`config.mk`:
```
export PLATFORM = sky130hd
export DESIGN_NAME = xml_entity_unescaper
export DESIGN_NICKNAME = d
export VERILOG_FILES = /design/src/rtl/xeu_pkg.sv /design/src/rtl/xml_entity_unescaper.sv /design/src/rtl/xeu_front.sv /design/src/rtl/xeu_queue.sv /design/src/rtl/xeu_back.sv
export SDC_FILE = /design/constraint.sdc
export NUM_CORES = 1
export LEC_CHECK = 0
export BUFFER_PORTS_ARGS = -buffer_cell sky130_fd_sc_hd__buf_2
export CELL_PAD_IN_SITES_DETAIL_PLACEMENT = 1
export CELL_PAD_IN_SITES_GLOBAL_PLACEMENT = 1
export CORE_MARGIN = 3
export CORE_UTILIZATION = 45
export CTS_CLUSTER_DIAMETER = 200
export DETAILED_ROUTE_END_ITERATION = 12
export PLACE_DENSITY = 0.74
export SETUP_SLACK_MARGIN = 0.3
export SLEW_MARGIN = 25
export SYNTH_ARGS = -nofsm -noshare
export SYNTH_HDL_FRONTEND = slang
export SYNTH_SLANG_ARGS = --single-unit
```
`constraint.sdc`:
```
create_clock -name clk -period 13.55 [get_ports clk]
set_clock_uncertainty 0.1 [all_clocks]
set_input_delay 4.065 -clock clk [delete_from_list [all_inputs] [get_ports clk]]
set_output_delay 4.065 -clock clk [all_outputs]
set_load 0.05 [all_outputs]
```
`src/rtl/xeu_pkg.sv`:
```
// Package: constants, entity tables and the command record of the unescaper.
`timescale 1ns / 1ps

package xeu_pkg;

    localparam int NUM_ENT         = 5;
    localparam int HOLD_DEPTH      = 5;
    localparam int HOLD_CNT_W      = $clog2(HOLD_DEPTH + 1);
    localparam int QUEUE_DEPTH_DEF = 2;

    localparam logic [7:0] AMP_CHAR = 8'h26;

    // Entity indexes, also the bit positions in the live mask
    localparam logic [2:0] ENT_LT   = 3'd0;
    localparam logic [2:0] ENT_GT   = 3'd1;
    localparam logic [2:0] ENT_AMP  = 3'd2;
    localparam logic [2:0] ENT_APOS = 3'd3;
    localparam logic [2:0] ENT_QUOT = 3'd4;

    // One front-end decision: flush held bytes, then optionally one tail byte
    typedef struct packed {
        logic [HOLD_CNT_W-1:0]        flush_cnt;
        logic [HOLD_DEPTH-1:0][7:0]   held;
        logic                         tail_valid;
        logic [7:0]                   tail_byte;
        logic                         text_end;
    } xeu_cmd_t;

    // Length of the entity text after the ampersand
    function automatic logic [2:0] ent_len(input logic [2:0] e);
        logic [2:0] len;
        unique case (e)
            ENT_LT:   len = 3'd3;
            ENT_GT:   len = 3'd3;
            ENT_AMP:  len = 3'd4;
            ENT_APOS: len = 3'd5;
            ENT_QUOT: len = 3'd5;
            default:  len = 3'd0;
        endcase
        return len;
    endfunction

    // Character the entity decodes to
    function automatic logic [7:0] ent_decoded(input logic [2:0] e);
        logic [7:0] ch;
        unique case (e)
            ENT_LT:   ch = 8'h3C;
            ENT_GT:   ch = 8'h3E;
            ENT_AMP:  ch = 8'h26;
            ENT_APOS: ch = 8'h27;
            ENT_QUOT: ch = 8'h22;
            default:  ch = 8'h00;
        endcase
        return ch;
    endfunction

    // Byte at position pos of the entity text after the ampersand
    function automatic logic [7:0] ent_tail_byte(input logic [2:0] e, input logic [2:0] pos);
        logic [7:0] ch;
        ch = 8'h00;
        unique case (e)
            ENT_LT:
                case (pos)
                    3'd0:    ch = 8'h6C;  // l
                    3'd1:    ch = 8'h74;  // t
                    3'd2:    ch = 8'h3B;  // ;
                    default: ch = 8'h00;
                endcase
            ENT_GT:
                case (pos)
                    3'd0:    ch = 8'h67;  // g
                    3'd1:    ch = 8'h74;  // t
                    3'd2:    ch = 8'h3B;
                    default: ch = 8'h00;
                endcase
            ENT_AMP:
                case (pos)
                    3'd0:    ch = 8'h61;  // a
                    3'd1:    ch = 8'h6D;  // m
                    3'd2:    ch = 8'h70;  // p
                    3'd3:    ch = 8'h3B;
                    default: ch = 8'h00;
                endcase
            ENT_APOS:
                case (pos)
                    3'd0:    ch = 8'h61;  // a
                    3'd1:    ch = 8'h70;  // p
                    3'd2:    ch = 8'h6F;  // o
                    3'd3:    ch = 8'h73;  // s
                    3'd4:    ch = 8'h3B;
                    default: ch = 8'h00;
                endcase
            ENT_QUOT:
                case (pos)
                    3'd0:    ch = 8'h71;  // q
                    3'd1:    ch = 8'h75;  // u
                    3'd2:    ch = 8'h6F;  // o
                    3'd3:    ch = 8'h74;  // t
                    3'd4:    ch = 8'h3B;
                    default: ch = 8'h00;
                endcase
            default: ch = 8'h00;
        endcase
        return ch;
    endfunction

endpackage

```
`src/rtl/xml_entity_unescaper.sv`:
```
// Top level of the XML predefined-entity unescaper.
// One raw byte is taken per cycle; the input stalls only when the queue is
// full. A byte that completes, breaks or bypasses an entity turns into a
// command in a QUEUE_DEPTH-entry queue, and the output serializer sends one
// byte per cycle from it while out_stall is low, so a transaction that yields
// k result bytes (1 to 6, k > 1 only when a held prefix is flushed) leaves as
// one run of k bytes; bytes that only extend a held prefix give no result.
// With no output stall and single-byte runs the block sustains one byte per
// cycle, and a result appears the cycle after its input is accepted.
`timescale 1ns / 1ps

module xml_entity_unescaper
    import xeu_pkg::*;
#(
    parameter int QUEUE_DEPTH = QUEUE_DEPTH_DEF
)
(
    input  logic       clk,
    input  logic       rst_n,
    input  logic       in_valid,
    output logic       in_stall,
    input  logic [7:0] in_byte,
    input  logic       string_end,
    output logic       out_valid,
    input  logic       out_stall,
    output logic [7:0] out_byte,
    output logic       run_last,
    output logic       text_last
);

    xeu_cmd_t push_cmd;
    xeu_cmd_t head_cmd;
    logic     push;
    logic     full;
    logic     pop;
    logic     head_valid;

    xeu_front u_front (
        .clk        (clk),
        .rst_n      (rst_n),
        .in_valid   (in_valid),
        .in_stall   (in_stall),
        .in_byte    (in_byte),
        .string_end (string_end),
        .cmd_valid  (push),
        .cmd        (push_cmd),
        .cmd_full   (full)
    );

    xeu_queue #(
        .DEPTH (QUEUE_DEPTH)
    ) u_queue (
        .clk        (clk),
        .rst_n      (rst_n),
        .push       (push),
        .push_cmd   (push_cmd),
        .full       (full),
        .pop        (pop),
        .head_valid (head_valid),
        .head_cmd   (head_cmd)
    );

    xeu_back u_back (
        .clk        (clk),
        .rst_n      (rst_n),
        .head_valid (head_valid),
        .head_cmd   (head_cmd),
        .pop        (pop),
        .out_valid  (out_valid),
        .out_stall  (out_stall),
        .out_byte   (out_byte),
        .run_last   (run_last),
        .text_last  (text_last)
    );

endmodule

```
`src/rtl/xeu_front.sv`:
```
// Front end: accepts raw bytes, tracks the entity prefix and issues commands.
`timescale 1ns / 1ps

module xeu_front
    import xeu_pkg::*;
(
    input  logic       clk,
    input  logic       rst_n,
    input  logic       in_valid,
    output logic       in_stall,
    input  logic [7:0] in_byte,
    input  logic       string_end,
    output logic       cmd_valid,
    output xeu_cmd_t   cmd,
    input  logic       cmd_full
);

    logic [HOLD_CNT_W-1:0]      held_count_reg, held_count_next;
    logic [NUM_ENT-1:0]         live_reg, live_next;
    logic [HOLD_DEPTH-1:0][7:0] held_reg;

    logic                  in_fire;
    logic                  start_hold;
    logic [2:0]            pos;
    logic [NUM_ENT-1:0]    new_live;
    logic                  done_vld;
    logic [7:0]            done_char;
    logic                  held_wr_en;
    logic [HOLD_CNT_W-1:0] held_wr_idx;
    logic [7:0]            held_wr_data;

    assign in_stall   = cmd_full;
    assign in_fire    = in_valid && !cmd_full;
    assign start_hold = (in_byte == AMP_CHAR) && !string_end;
    assign pos        = 3'(held_count_reg - HOLD_CNT_W'(1));

    // Compare the byte against every entity still alive at this position
    always_comb
    begin
        new_live  = '0;
        done_vld  = 1'b0;
        done_char = 8'h00;
        if (held_count_reg <= HOLD_CNT_W'(HOLD_DEPTH))
        begin
            for (int e = 0; e < NUM_ENT; e++)
            begin
                if (live_reg[e] && (pos < ent_len(3'(e)))
                    && (ent_tail_byte(3'(e), pos) == in_byte))
                begin
                    new_live[e] = 1'b1;
                    if ((4'(pos) + 4'd1) == 4'(ent_len(3'(e))))
                    begin
                        done_vld  = 1'b1;
                        done_char = ent_decoded(3'(e));
                    end
                end
            end
        end
    end

    always_comb
    begin
        held_count_next = held_count_reg;
        live_next       = live_reg;
        held_wr_en      = 1'b0;
        held_wr_idx     = '0;
        held_wr_data    = AMP_CHAR;
        cmd.flush_cnt   = '0;
        cmd.held        = held_reg;
        cmd.tail_valid  = 1'b0;
        cmd.tail_byte   = in_byte;
        cmd.text_end    = string_end;

        if (held_count_reg == '0)
        begin
            if (start_hold)
            begin
                held_count_next = HOLD_CNT_W'(1);
                live_next       = '1;
                held_wr_en      = 1'b1;
            end
            else
            begin
                cmd.tail_valid = 1'b1;
            end
        end
        else if (done_vld)
        begin
            held_count_next = '0;
            live_next       = '0;
            cmd.tail_valid  = 1'b1;
            cmd.tail_byte   = done_char;
        end
        else if ((new_live != '0) && !string_end
                 && (held_count_reg < HOLD_CNT_W'(HOLD_DEPTH)))
        begin
            // Still a prefix: keep holding
            held_count_next = held_count_reg + HOLD_CNT_W'(1);
            live_next       = new_live;
            held_wr_en      = 1'b1;
            held_wr_idx     = held_count_reg;
            held_wr_data    = in_byte;
        end
        else
        begin
            // Broken prefix: flush literally, then restart or pass the byte
            cmd.flush_cnt = (held_count_reg > HOLD_CNT_W'(HOLD_DEPTH))
                          ? HOLD_CNT_W'(HOLD_DEPTH) : held_count_reg;
            if (start_hold)
            begin
                held_count_next = HOLD_CNT_W'(1);
                live_next       = '1;
                held_wr_en      = 1'b1;
            end
            else
            begin
                held_count_next = '0;
                live_next       = '0;
                cmd.tail_valid  = 1'b1;
            end
        end
    end

    assign cmd_valid = in_fire && ((cmd.flush_cnt != '0) || cmd.tail_valid);

    always_ff @(posedge clk or negedge rst_n)
    begin
        if (!rst_n)
        begin
            held_count_reg <= '0;
            live_reg       <= '0;
        end
        else if (in_fire)
        begin
            held_count_reg <= held_count_next;
            live_reg       <= live_next;
        end
    end

    always_ff @(posedge clk)
    begin
        if (in_fire && held_wr_en)
        begin
            held_reg[held_wr_idx] <= held_wr_data;
        end
    end

endmodule

```
`src/rtl/xeu_queue.sv`:
```
// Command queue between the front end and the output serializer.
`timescale 1ns / 1ps

module xeu_queue
    import xeu_pkg::*;
#(
    parameter int DEPTH = QUEUE_DEPTH_DEF
)
(
    input  logic     clk,
    input  logic     rst_n,
    input  logic     push,
    input  xeu_cmd_t push_cmd,
    output logic     full,
    input  logic     pop,
    output logic     head_valid,
    output xeu_cmd_t head_cmd
);

    localparam int PTR_W = (DEPTH > 1) ? $clog2(DEPTH) : 1;
    localparam int CNT_W = $clog2(DEPTH + 1);

    xeu_cmd_t             slot_reg [DEPTH];
    logic [PTR_W-1:0]     wr_ptr_reg, wr_ptr_next;
    logic [PTR_W-1:0]     rd_ptr_reg, rd_ptr_next;
    logic [CNT_W-1:0]     count_reg, count_next;

    assign full       = (count_reg == CNT_W'(DEPTH));
    assign head_valid = (count_reg != '0);
    assign head_cmd   = slot_reg[rd_ptr_reg];

    always_comb
    begin
        wr_ptr_next = wr_ptr_reg;
        rd_ptr_next = rd_ptr_reg;
        count_next  = count_reg;
        if (push)
        begin
            wr_ptr_next = (wr_ptr_reg == PTR_W'(DEPTH - 1)) ? '0 : wr_ptr_reg + PTR_W'(1);
        end
        if (pop)
        begin
            rd_ptr_next = (rd_ptr_reg == PTR_W'(DEPTH - 1)) ? '0 : rd_ptr_reg + PTR_W'(1);
        end
        if (push && !pop)
        begin
            count_next = count_reg + CNT_W'(1);
        end
        else if (pop && !push)
        begin
            count_next = count_reg - CNT_W'(1);
        end
    end

    always_ff @(posedge clk or negedge rst_n)
    begin
        if (!rst_n)
        begin
            wr_ptr_reg <= '0;
            rd_ptr_reg <= '0;
            count_reg  <= '0;
        end
        else
        begin
            wr_ptr_reg <= wr_ptr_next;
            rd_ptr_reg <= rd_ptr_next;
            count_reg  <= count_next;
        end
    end

    always_ff @(posedge clk)
    begin
        if (push)
        begin
            slot_reg[wr_ptr_reg] <= push_cmd;
        end
    end

endmodule

```
`src/rtl/xeu_back.sv`:
```
// Back end: expands one command into its run of output bytes.
`timescale 1ns / 1ps

module xeu_back
    import xeu_pkg::*;
(
    input  logic       clk,
    input  logic       rst_n,
    input  logic       head_valid,
    input  xeu_cmd_t   head_cmd,
    output logic       pop,
    output logic       out_valid,
    input  logic       out_stall,
    output logic [7:0] out_byte,
    output logic       run_last,
    output logic       text_last
);

    logic [HOLD_CNT_W-1:0] idx_reg, idx_next;
    logic [HOLD_CNT_W-1:0] run_len;
    logic                  is_last;
    logic                  out_fire;

    assign run_len  = head_cmd.flush_cnt + HOLD_CNT_W'(head_cmd.tail_valid);
    assign is_last  = (idx_reg == run_len - HOLD_CNT_W'(1));
    assign out_fire = head_valid && !out_stall;
    assign pop      = out_fire && is_last;

    assign out_valid = head_valid;
    assign out_byte  = (idx_reg < head_cmd.flush_cnt) ? head_cmd.held[idx_reg]
                                                      : head_cmd.tail_byte;
    assign run_last  = is_last;
    assign text_last = is_last && head_cmd.text_end;

    always_comb
    begin
        idx_next = idx_reg;
        if (out_fire)
        begin
            idx_next = is_last ? '0 : idx_reg + HOLD_CNT_W'(1);
        end
    end

    always_ff @(posedge clk or negedge rst_n)
    begin
        if (!rst_n)
        begin
            idx_reg <= '0;
        end
        else
        begin
            idx_reg <= idx_next;
        end
    end

endmodule

```
==> impl_metrics.yaml, run 1 <==
synthesis:
  synth_edf_count: 146
  synth_fa_ha_area_share_pct: 2.38
  ys_async_sr_fraction_pct: 9.32
  synthesis.area_mm2: 0.00737
  synth_area_per_cell_um2: 14.5
  synth-compound-area-share_pct: 8.62
  ys_types: 63
  ys_seq_area_share_pct: 64.6
  synth_top_family_by_area: "simple AND/OR/NAND/NOR gates"
  synth_mux_area_share_pct: 9.52
  synth_cells: 507
  synth-simple-area-share_pct: 9.83
  yosysWarnings: 0
  ys_seq_elements: 161
  synth_xor_area_share_pct: 2.83
  ys.flop_type: "edfxtp_1"
global_route:
  grt_overflow: 0
  grt_pass1_vias: 4753
  antenna_found_initial: 0
  grt_pass1_wl_um: 26900
  track_usage_pct: 20.1
  grt_max_degree: 54
clock_network:
  cts_buffer_depth: 2
  postCtsHoldBufs: 0
  cts_tree: "built"
  clock-sinks: 161
  clk_latency_ns: 0.42
  clockRootBuffer: "clkbuf_16"
  cts_buffers: 17
  cts.clk_slew.worst_paths_ns: 0.07
  post_cts_buffers: 0
  cts_resized: 0
  ctsHtreeMaxLevel: 4
die:
  pin_count: 25
  num_rows: 46
  core_mm2: 0.0159
  die_h_um: 134
  die_area_mm2: 0.0180
  start_util_pct: 46.2
  die-width_um: 134
route:
  viasPerCell: 5.62
  drtPass1Iterations: 4
  drtAntennaViolNets: 0
  route.detailed.drc: 0
  first_iter_violations: 273
  dr_total_vias: 4286
  wl_um: 17000
  wl_per_cell_um: 22.3
place:
  hpwl_um: 11700
  gp_congestion: 0.853
  place_area_mm2: 0.00771
  place_ws_ns: 6.26
  port-buffer-count: 24
worst_hold_path:
  hold_class: "reg -> reg"
  min_from: "u_front.cmd[34]"
final_layout:
  fin_util_pct: 52.0
  final_cell_mix: "edfxtp_1, nand2_1, mux2i_1, buf_2"
  drive_above_1_share_pct: 19.7
  area_delta_synth_final_pct: 12.4
  layout_commonest_cell: "edfxtp_1"
  final_nets: 561
  finalInstanceArea_mm2: 0.00829
  antenna_cells: 0
  largest_register_ffs: 106
power:
  power_leakage_nw: 2.98
  pwr_density_cell_mw_per_mm2: 226
  peakVddDrop_mv: 0.161
  total_power_mw: 1.87
sta:
  slew_viol_final: 0
  final-hold-violation-count: 0
  fin_crit_sh_pct: 52.8
  fmax_ghz: 0.140
  slew_headroom_pct: 39.2
  grt_setup_unrepaired: "false"
  final.setup.tns_ns: 0
  tightest_slew_ns: 0.908
  fin_crit_ns: 7.15
  setup_viol: 0
  setup_ws_ns: 6.40
setup_path:
  crit_start: "u_queue.rd_ptr_reg"
  rr_worst_depth: 13
  path_class: "reg -> out"
  reg2reg_to: "u_front.cmd[35]"
  reg2reg_from: "u_front.held_count_reg[0]"
  crit_end: "out_byte[7]"
  arrival_ns: 2.99
  end_kind: "output port"
  rrSetupSlack_ns: 8.00
  crit_fanout: 21
  required_ns: 9.38
  cp-start-kind: "flop"
run_status:
  outcome: "finished clean"
job:
  maxCapViolCount: 0
## worst max-delay path: stages (launching register included)
cell and delay, ns:
dfrtp_2 0.74, buf_4 0.50, mux4_2 0.56, mux2i_1 0.22, o22ai_1 0.13, nand2_1 0.10
o21ai_0 0.08, buf_2 0.22
## how the worst min path moves through the flow
stage	endpoint	slack [ns]	cells after the start
after global placement	u_queue.slot_reg[0][49]	0.32	0
after detailed placement	u_queue.slot_reg[1][29]	0.33	0
after global routing	u_queue.slot_reg[0][13]	0.36	0
after floorplan	u_queue.slot_reg[0][10]	0.32	0
after CTS	u_queue.slot_reg[1][29]	0.35	0
final	u_queue.slot_reg[0][34]	0.35	0
## power by group
part,internal (mW),switching (mW),total (mW)
Clock,0.259,0.200,0.459
Combinational,0.241,0.446,0.687
Sequential,0.645,0.0820,0.727
Total,1.14,0.728,1.87
## metal layers
metal	track usage, %	vias to the layer above	routed length (um)
met2	35.7	73	9040
met3	3.53	22	394
li1	-	1990	-
met5	0	-	0
met4	6.63	0	267
met1	24.9	2201	7290
## cells by family (layout without fill, tap and decap cells)
logic type	count (synthesis)	in the layout
multiplexers	50	50
buffers and inverters	36	72
XOR/XNOR	23	23
other	1	5
AO/OA/AOI/OAI	89	89
adder cells (fa/ha/maj)	14	14
AND/OR/NAND/NOR	133	133
flip-flops	161	161
## metrics by stage
stage	hold WS (ns)	std cells
5_1_grt	0.362	763
3_3_place_gp	0.324	731
4_1_cts	0.350	763
2_1_floorplan	0.321	511
3_5_place_dp	0.333	731
6_report	0.349	763
## area by class of cell
type / instances / area (um^2)
Fill cell: 1571 / 7660
Sequential cell: 161 / 4760
Multi-Input combinational cell: 314 / 2480
Clock buffer: 18 / 429
Tap cell: 216 / 270
Timing Repair Buffer: 28 / 150
Clock inverter: 14 / 144
Inverter: 12 / 45.0
## cell usage after synthesis, drive strengths merged, types with 2 or more instances
cell type / instances / area [um^2]
xnor2: 16 / 148
nand2: 42 / 158
ha: 14 / 175
o22ai: 12 / 81.3
nor3b: 2 / 15.0
inv: 12 / 45.0
and4bb: 2 / 25.0
edfxtp: 146 / 4380
a21oi: 20 / 100
nand3: 8 / 40.0
buf: 16 / 87.6
o21a: 2 / 15.0
nand2b: 9 / 63.8
a211oi: 5 / 60.1
o21ba: 2 / 20.0
o21ai: 27 / 146
xor2: 7 / 61.3
nor2: 24 / 90.1
and2: 6 / 37.5
nor2b: 9 / 56.3
nor4b: 2 / 17.5
nor3: 10 / 76.3
or2: 5 / 31.3
o2111ai: 2 / 23.8
mux2i: 33 / 330
a31oi: 5 / 61.3
mux4: 16 / 360
o22a: 4 / 35.0
nor4: 7 / 58.8
and3: 4 / 25.0
clkbuf: 8 / 30.0
dfrtp: 15 / 375
o21bai: 2 / 15.0
Power figures use the tool's default switching activity.
==> inputs of run 2 (changes only) <==
==> constraint.sdc (replaced) <==
create_clock -name clk -period 7.4 [get_ports clk]
set_clock_uncertainty 0.1 [all_clocks]
set_input_delay 2.22 -clock clk [delete_from_list [all_inputs] [get_ports clk]]
set_output_delay 2.22 -clock clk [all_outputs]
set_load 0.05 [all_outputs]
==> impl_metrics.yaml, run 2 (synthesized netlist as in run 1, its figures left out) <==
run_status:
  outcome: "finished clean"
route:
  dr_total_vias: 4367
  drtPass1Iterations: 4
  viasPerCell: 5.69
  route.detailed.drc: 0
  first_iter_violations: 298
  drtAntennaViolNets: 0
  wl_per_cell_um: 22.7
  wl_um: 17400
setup_path:
  rr_worst_depth: 15
  reg2reg_to: "u_queue.slot_reg[1][44]"
  crit_fanout: 28
  end_kind: "flop"
  crit_end: "u_queue.slot_reg[1][44]"
  path_class: "reg -> reg"
  required_ns: 7.42
  reg2reg_from: "u_front.held_count_reg[0]"
  rrSetupSlack_ns: 1.87
  arrival_ns: 5.55
  crit_start: "u_front.held_count_reg[0]"
  cp-start-kind: "flop"
place:
  port-buffer-count: 24
  dp.cells: 735
  hpwl_um: 12100
  gp_congestion: 0.884
  place_ws_ns: 1.67
sta:
  tightest_slew_ns: 0.871
  final-hold-violation-count: 0
  final.setup.tns_ns: 0
  fin_crit_ns: 5.53
  fin_crit_sh_pct: 74.7
  setup_ws_ns: 1.87
  fmax_ghz: 0.181
  grt_setup_unrepaired: "false"
  slew_headroom_pct: 41.3
  slew_viol_final: 0
  setup_viol: 0
final_layout:
  seq_area_mm2: 0.00476
  fill_cells: 1573
  final_cell_mix: "edfxtp_1, nand2_1, mux2i_1, buf_2, o21ai_0"
  final_nets: 565
  layout_commonest_cell: "edfxtp_1"
  largest_register_ffs: 106
  final_cells: 767
  drive_above_1_share_pct: 20.5
  area_delta_synth_final_pct: 13.3
  antenna_cells: 0
  multi_input_area_mm2: 0.00248
global_route:
  grt_overflow: 0
  grt_pass1_wl_um: 27000
  grt_max_degree: 29
  grt_pass1_vias: 4704
  track_usage_pct: 20.3
  antenna_found_initial: 0
clock_network:
  cts_buffers: 17
  clk_latency_ns: 0.43
  postCtsHoldBufs: 0
  cts_resized: 0
  ctsHtreeMaxLevel: 4
  clock-sinks: 161
  cts_buffer_depth: 2
  cts_tree: "built"
  cts.clk_slew.worst_paths_ns: 0.07
  clockRootBuffer: "clkbuf_16"
  post_cts_buffers: 0
power:
  peakVddDrop_mv: 0.218
  p_seq_share_pct: 37.6
  pwr-share-clk_pct: 25.1
  internal_power_mw: 2.09
  pwr_density_cell_mw_per_mm2: 416
  power_leakage_nw: 3.02
  p_sw_mw: 1.39
  p_comb_share_pct: 37.3
  sw_frac_of_total_pct: 39.9
die:
  core_mm2: 0.0159
  pin_count: 25
  die_area_mm2: 0.0180
  start_util_pct: 46.2
  die-width_um: 134
  die_h_um: 134
  num_rows: 46
job:
  maxCapViolCount: 0
worst_hold_path:
  hold_class: "reg -> reg"
[run 2: worst min path at each step]
stage,startpoint,endpoint,slack (ns),cells past startpoint
2_1_floorplan,u_front.cmd[10],u_queue.slot_reg[0][10],0.32,0
3_3_place_gp,u_front.cmd[37],u_queue.slot_reg[0][37],0.32,0
3_5_place_dp,u_front.cmd[14],u_queue.slot_reg[0][14],0.33,0
4_1_cts,u_front.cmd[14],u_queue.slot_reg[1][14],0.34,0
5_1_grt,u_front.cmd[47],u_queue.slot_reg[0][47],0.35,0
6_report,u_front.cmd[47],u_queue.slot_reg[0][47],0.35,0
[run 2: per-stage QoR]
step           instance area, um^2  hold WS, ns  util (%)  power (mW)
3_3_place_gp                  7740        0.323      48.5        2.58
3_5_place_dp                  7740        0.331      48.5        2.63
2_1_floorplan                 7390        0.321         -        2.29
5_1_grt                       8350        0.354      52.4        3.65
4_1_cts                       8350        0.345      52.3        3.51
6_report                      8350        0.347      52.4        3.47
[run 2: layout make-up]
type	count	area share [%]
clock buffers	17	5.10
clock inverters	15	2.20
inverters	12	0.539
multi-input cells	314	29.7
flip-flops and latches	161	57.0
well taps	216	3.24
repair buffers	32	2.16
[run 2: worst max-delay path, cell delays in order (launching register included)]
cell       delay [ns]
dfrtp_1          0.62
inv_1            0.27
ha_1             0.30
ha_1             0.62
inv_1            0.13
ha_1             0.32
a21oi_1          0.20
o21ai_1          0.11
xor2_1           0.19
nor4_4           0.43
o2111ai_2        0.26
a31oi_4          0.34
a21o_2           0.18
o21ai_4          0.09
nor2_4           0.65
buf_4            0.37
[run 2: layer usage]
| metal | GRT usage, % | wire length, um |
|---|---|---|
| met1 | 25.2 | 7370 |
| met2 | 35.9 | 9160 |
| met3 | 3.94 | 534 |
| met4 | 6.63 | 334 |
| met5 | 0 | 0 |
[run 2: power groups by stage]
stage / Sequential [mW] / Clock [mW] / Combinational [mW]
finish: 1.31 / 0.873 / 1.29
global route: 1.33 / 0.922 / 1.40
global placement: 1.31 / 0 / 1.27
floorplan: 1.25 / 0 / 1.04
CTS: 1.31 / 0.887 / 1.31
detailed placement: 1.33 / 0 / 1.30
==> inputs of run 3 (changes only) <==
==> constraint.sdc (replaced) <==
create_clock -name clk -period 5.2 [get_ports clk]
set_clock_uncertainty 0.1 [all_clocks]
set_input_delay 1.56 -clock clk [delete_from_list [all_inputs] [get_ports clk]]
set_output_delay 1.56 -clock clk [all_outputs]
set_load 0.05 [all_outputs]
==> impl_metrics.yaml, run 3 (synthesized netlist as in run 1, its figures left out) <==
run_status:
  outcome: "finished clean"
final_layout:
  largest_register_ffs: 106
  area_delta_synth_final_pct: 14.7
  final_cell_mix: "edfxtp_1, nand2_1, mux2i_1, buf_2, nor2_1"
  multi_input_area_mm2: 0.00252
  finalInstanceArea_mm2: 0.00846
  final_nets: 579
  layout_commonest_cell: "edfxtp_1"
  antenna_cells: 0
  fill_cells: 1586
  drive_above_1_share_pct: 22.9
  seq_area_mm2: 0.00476
clock_network:
  clockRootBuffer: "clkbuf_16"
  cts_buffers: 17
  clk_latency_ns: 0.42
  postCtsHoldBufs: 0
  cts_buffer_depth: 2
  cts.clk_slew.worst_paths_ns: 0.06
  clock-sinks: 161
  cts_tree: "built"
  ctsHtreeMaxLevel: 4
setup_path:
  end_kind: "flop"
  required_ns: 5.21
  cp-start-kind: "flop"
  path_class: "reg -> reg"
  arrival_ns: 4.59
  crit_fanout: 18
global_route:
  track_usage_pct: 20.1
  grt_max_degree: 46
  grt_overflow: 0
  grt_pass1_wl_um: 27000
  antenna_found_initial: 0
  grt_pass1_vias: 4737
sta:
  slew_viol_final: 0
  final-hold-violation-count: 0
  tightest_slew_ns: 0.857
  slew_headroom_pct: 42.9
  fin_crit_ns: 4.58
  grt_setup_unrepaired: "false"
  setup_viol: 0
  fmax_ghz: 0.218
  fin_crit_sh_pct: 88.1
die:
  die-width_um: 134
  pin_count: 25
  start_util_pct: 46.2
  num_rows: 46
  core_mm2: 0.0159
  die_area_mm2: 0.0180
  die_h_um: 134
route:
  dr_total_vias: 4385
  wl_um: 17400
  route.detailed.drc: 0
  wl_per_cell_um: 22.4
  drtAntennaViolNets: 0
  first_iter_violations: 232
  drtPass1Iterations: 4
  viasPerCell: 5.63
power:
  peakVddDrop_mv: 0.465
  total_power_mw: 4.98
  pwr_density_cell_mw_per_mm2: 588
  power_leakage_nw: 3.08
place:
  gp_congestion: 0.919
  hpwl_um: 12400
  place_area_mm2: 0.00785
  port-buffer-count: 24
job:
  maxCapViolCount: 0
worst_hold_path:
  hold_class: "reg -> reg"
==> run 3: cell count changes in the layout (fill, tap and decap cells not counted), moves of 2 or more <==
| cell | delta |
|---|---|
| buf_4 | +11 |
| o21ai_0 | -8 |
| clkinv_8 | -5 |
| o21ai_1 | +4 |
| o21ai_2 | +4 |
| buf_12 | +3 |
| inv_8 | -3 |
| clkinv_1 | +2 |
| clkinvlp_4 | +2 |
==> run 3: final timing paths <==
kind,start,end,slack (ns),cells past startpoint
min in group asynchronous,rst_n,u_back.idx_reg[0],0.95,1
max in group asynchronous,rst_n,u_queue.rd_ptr_reg,3.76,1
worst max-delay path,u_front.held_count_reg[1],u_queue.slot_reg[0][6],0.62,15
worst min-delay path,u_front.cmd[25],u_queue.slot_reg[1][25],0.35,0
worst min register to register,u_front.cmd[25],u_queue.slot_reg[1][25],0.35,0
worst max register to register,u_front.held_count_reg[1],u_queue.slot_reg[0][6],0.62,15
==> run 3: layout make-up <==
type	count	share of cell area [%]
Sequential cell	161	56.3
Clock buffer	18	5.07
Timing Repair Buffer	46	3.82
Multi-Input combinational cell	314	29.8
Clock inverter	12	1.30
Tap cell	216	3.20
Inverter	12	0.533
==> run 3: repair_timing <==
| item | 4_1_cts | 5_1_grt |
|---|---|---|
| buffers inserted | 0 | 8 |
| endpoints found under the hold margin | 0 | 0 |
| gates resized for setup | 0 | 4 |
| endpoints found under the setup margin | 0 | 131 |
==> run 3: routing by layer <==
| metal | track usage [%] | part of all wire (%) | vias to the layer above |
|---|---|---|---|
| met5 | 0 | 0 | - |
| met4 | 6.57 | 1.0 | 0 |
| met3 | 4.39 | 4.1 | 14 |
| met2 | 34.4 | 51 | 97 |
| met1 | 25.6 | 43 | 2259 |
| li1 | - | - | 2015 |
==> run 3: where the power goes <==
group / internal (mW) / leakage [nW] / switching, mW / total (mW)
Combinational: 0.712 / 1.21 / 1.26 / 1.97
Clock: 0.655 / 0.259 / 0.486 / 1.14
Sequential: 1.68 / 1.61 / 0.191 / 1.87
Total: 3.04 / 3.08 / 1.93 / 4.98
==> run 3: critical path, cell delays in order (launching register included) <==
cell and delay, ns:
dfrtp_1 0.49, inv_2 0.16, ha_1 0.26, ha_2 0.52
inv_1 0.11, ha_1 0.31, a21oi_1 0.19, o21ai_1 0.10
xor2_1 0.17, nor4_4 0.42, o2111ai_2 0.26, a31oi_4 0.34
a21o_2 0.19, o21ai_4 0.10, nor2_4 0.26, buf_4 0.28
==> run 3: per-stage QoR <==
| step | util (%) | setup WS (ns) | hold slack (ns) | TNS (ns) | instances |
|---|---|---|---|---|---|
| 6_report | 53.1 | 0.620 | 0.350 | 0 | 779 |
| 4_1_cts | 52.6 | 0.407 | 0.351 | 0 | 771 |
| 2_1_floorplan | - | -0.0942 | 0.321 | -9.98 | 511 |
| 5_1_grt | 53.1 | 0.286 | 0.355 | 0 | 779 |
| 3_3_place_gp | 49.2 | 0.648 | 0.323 | 0 | 741 |
| 3_5_place_dp | 49.2 | 0.437 | 0.337 | 0 | 741 |
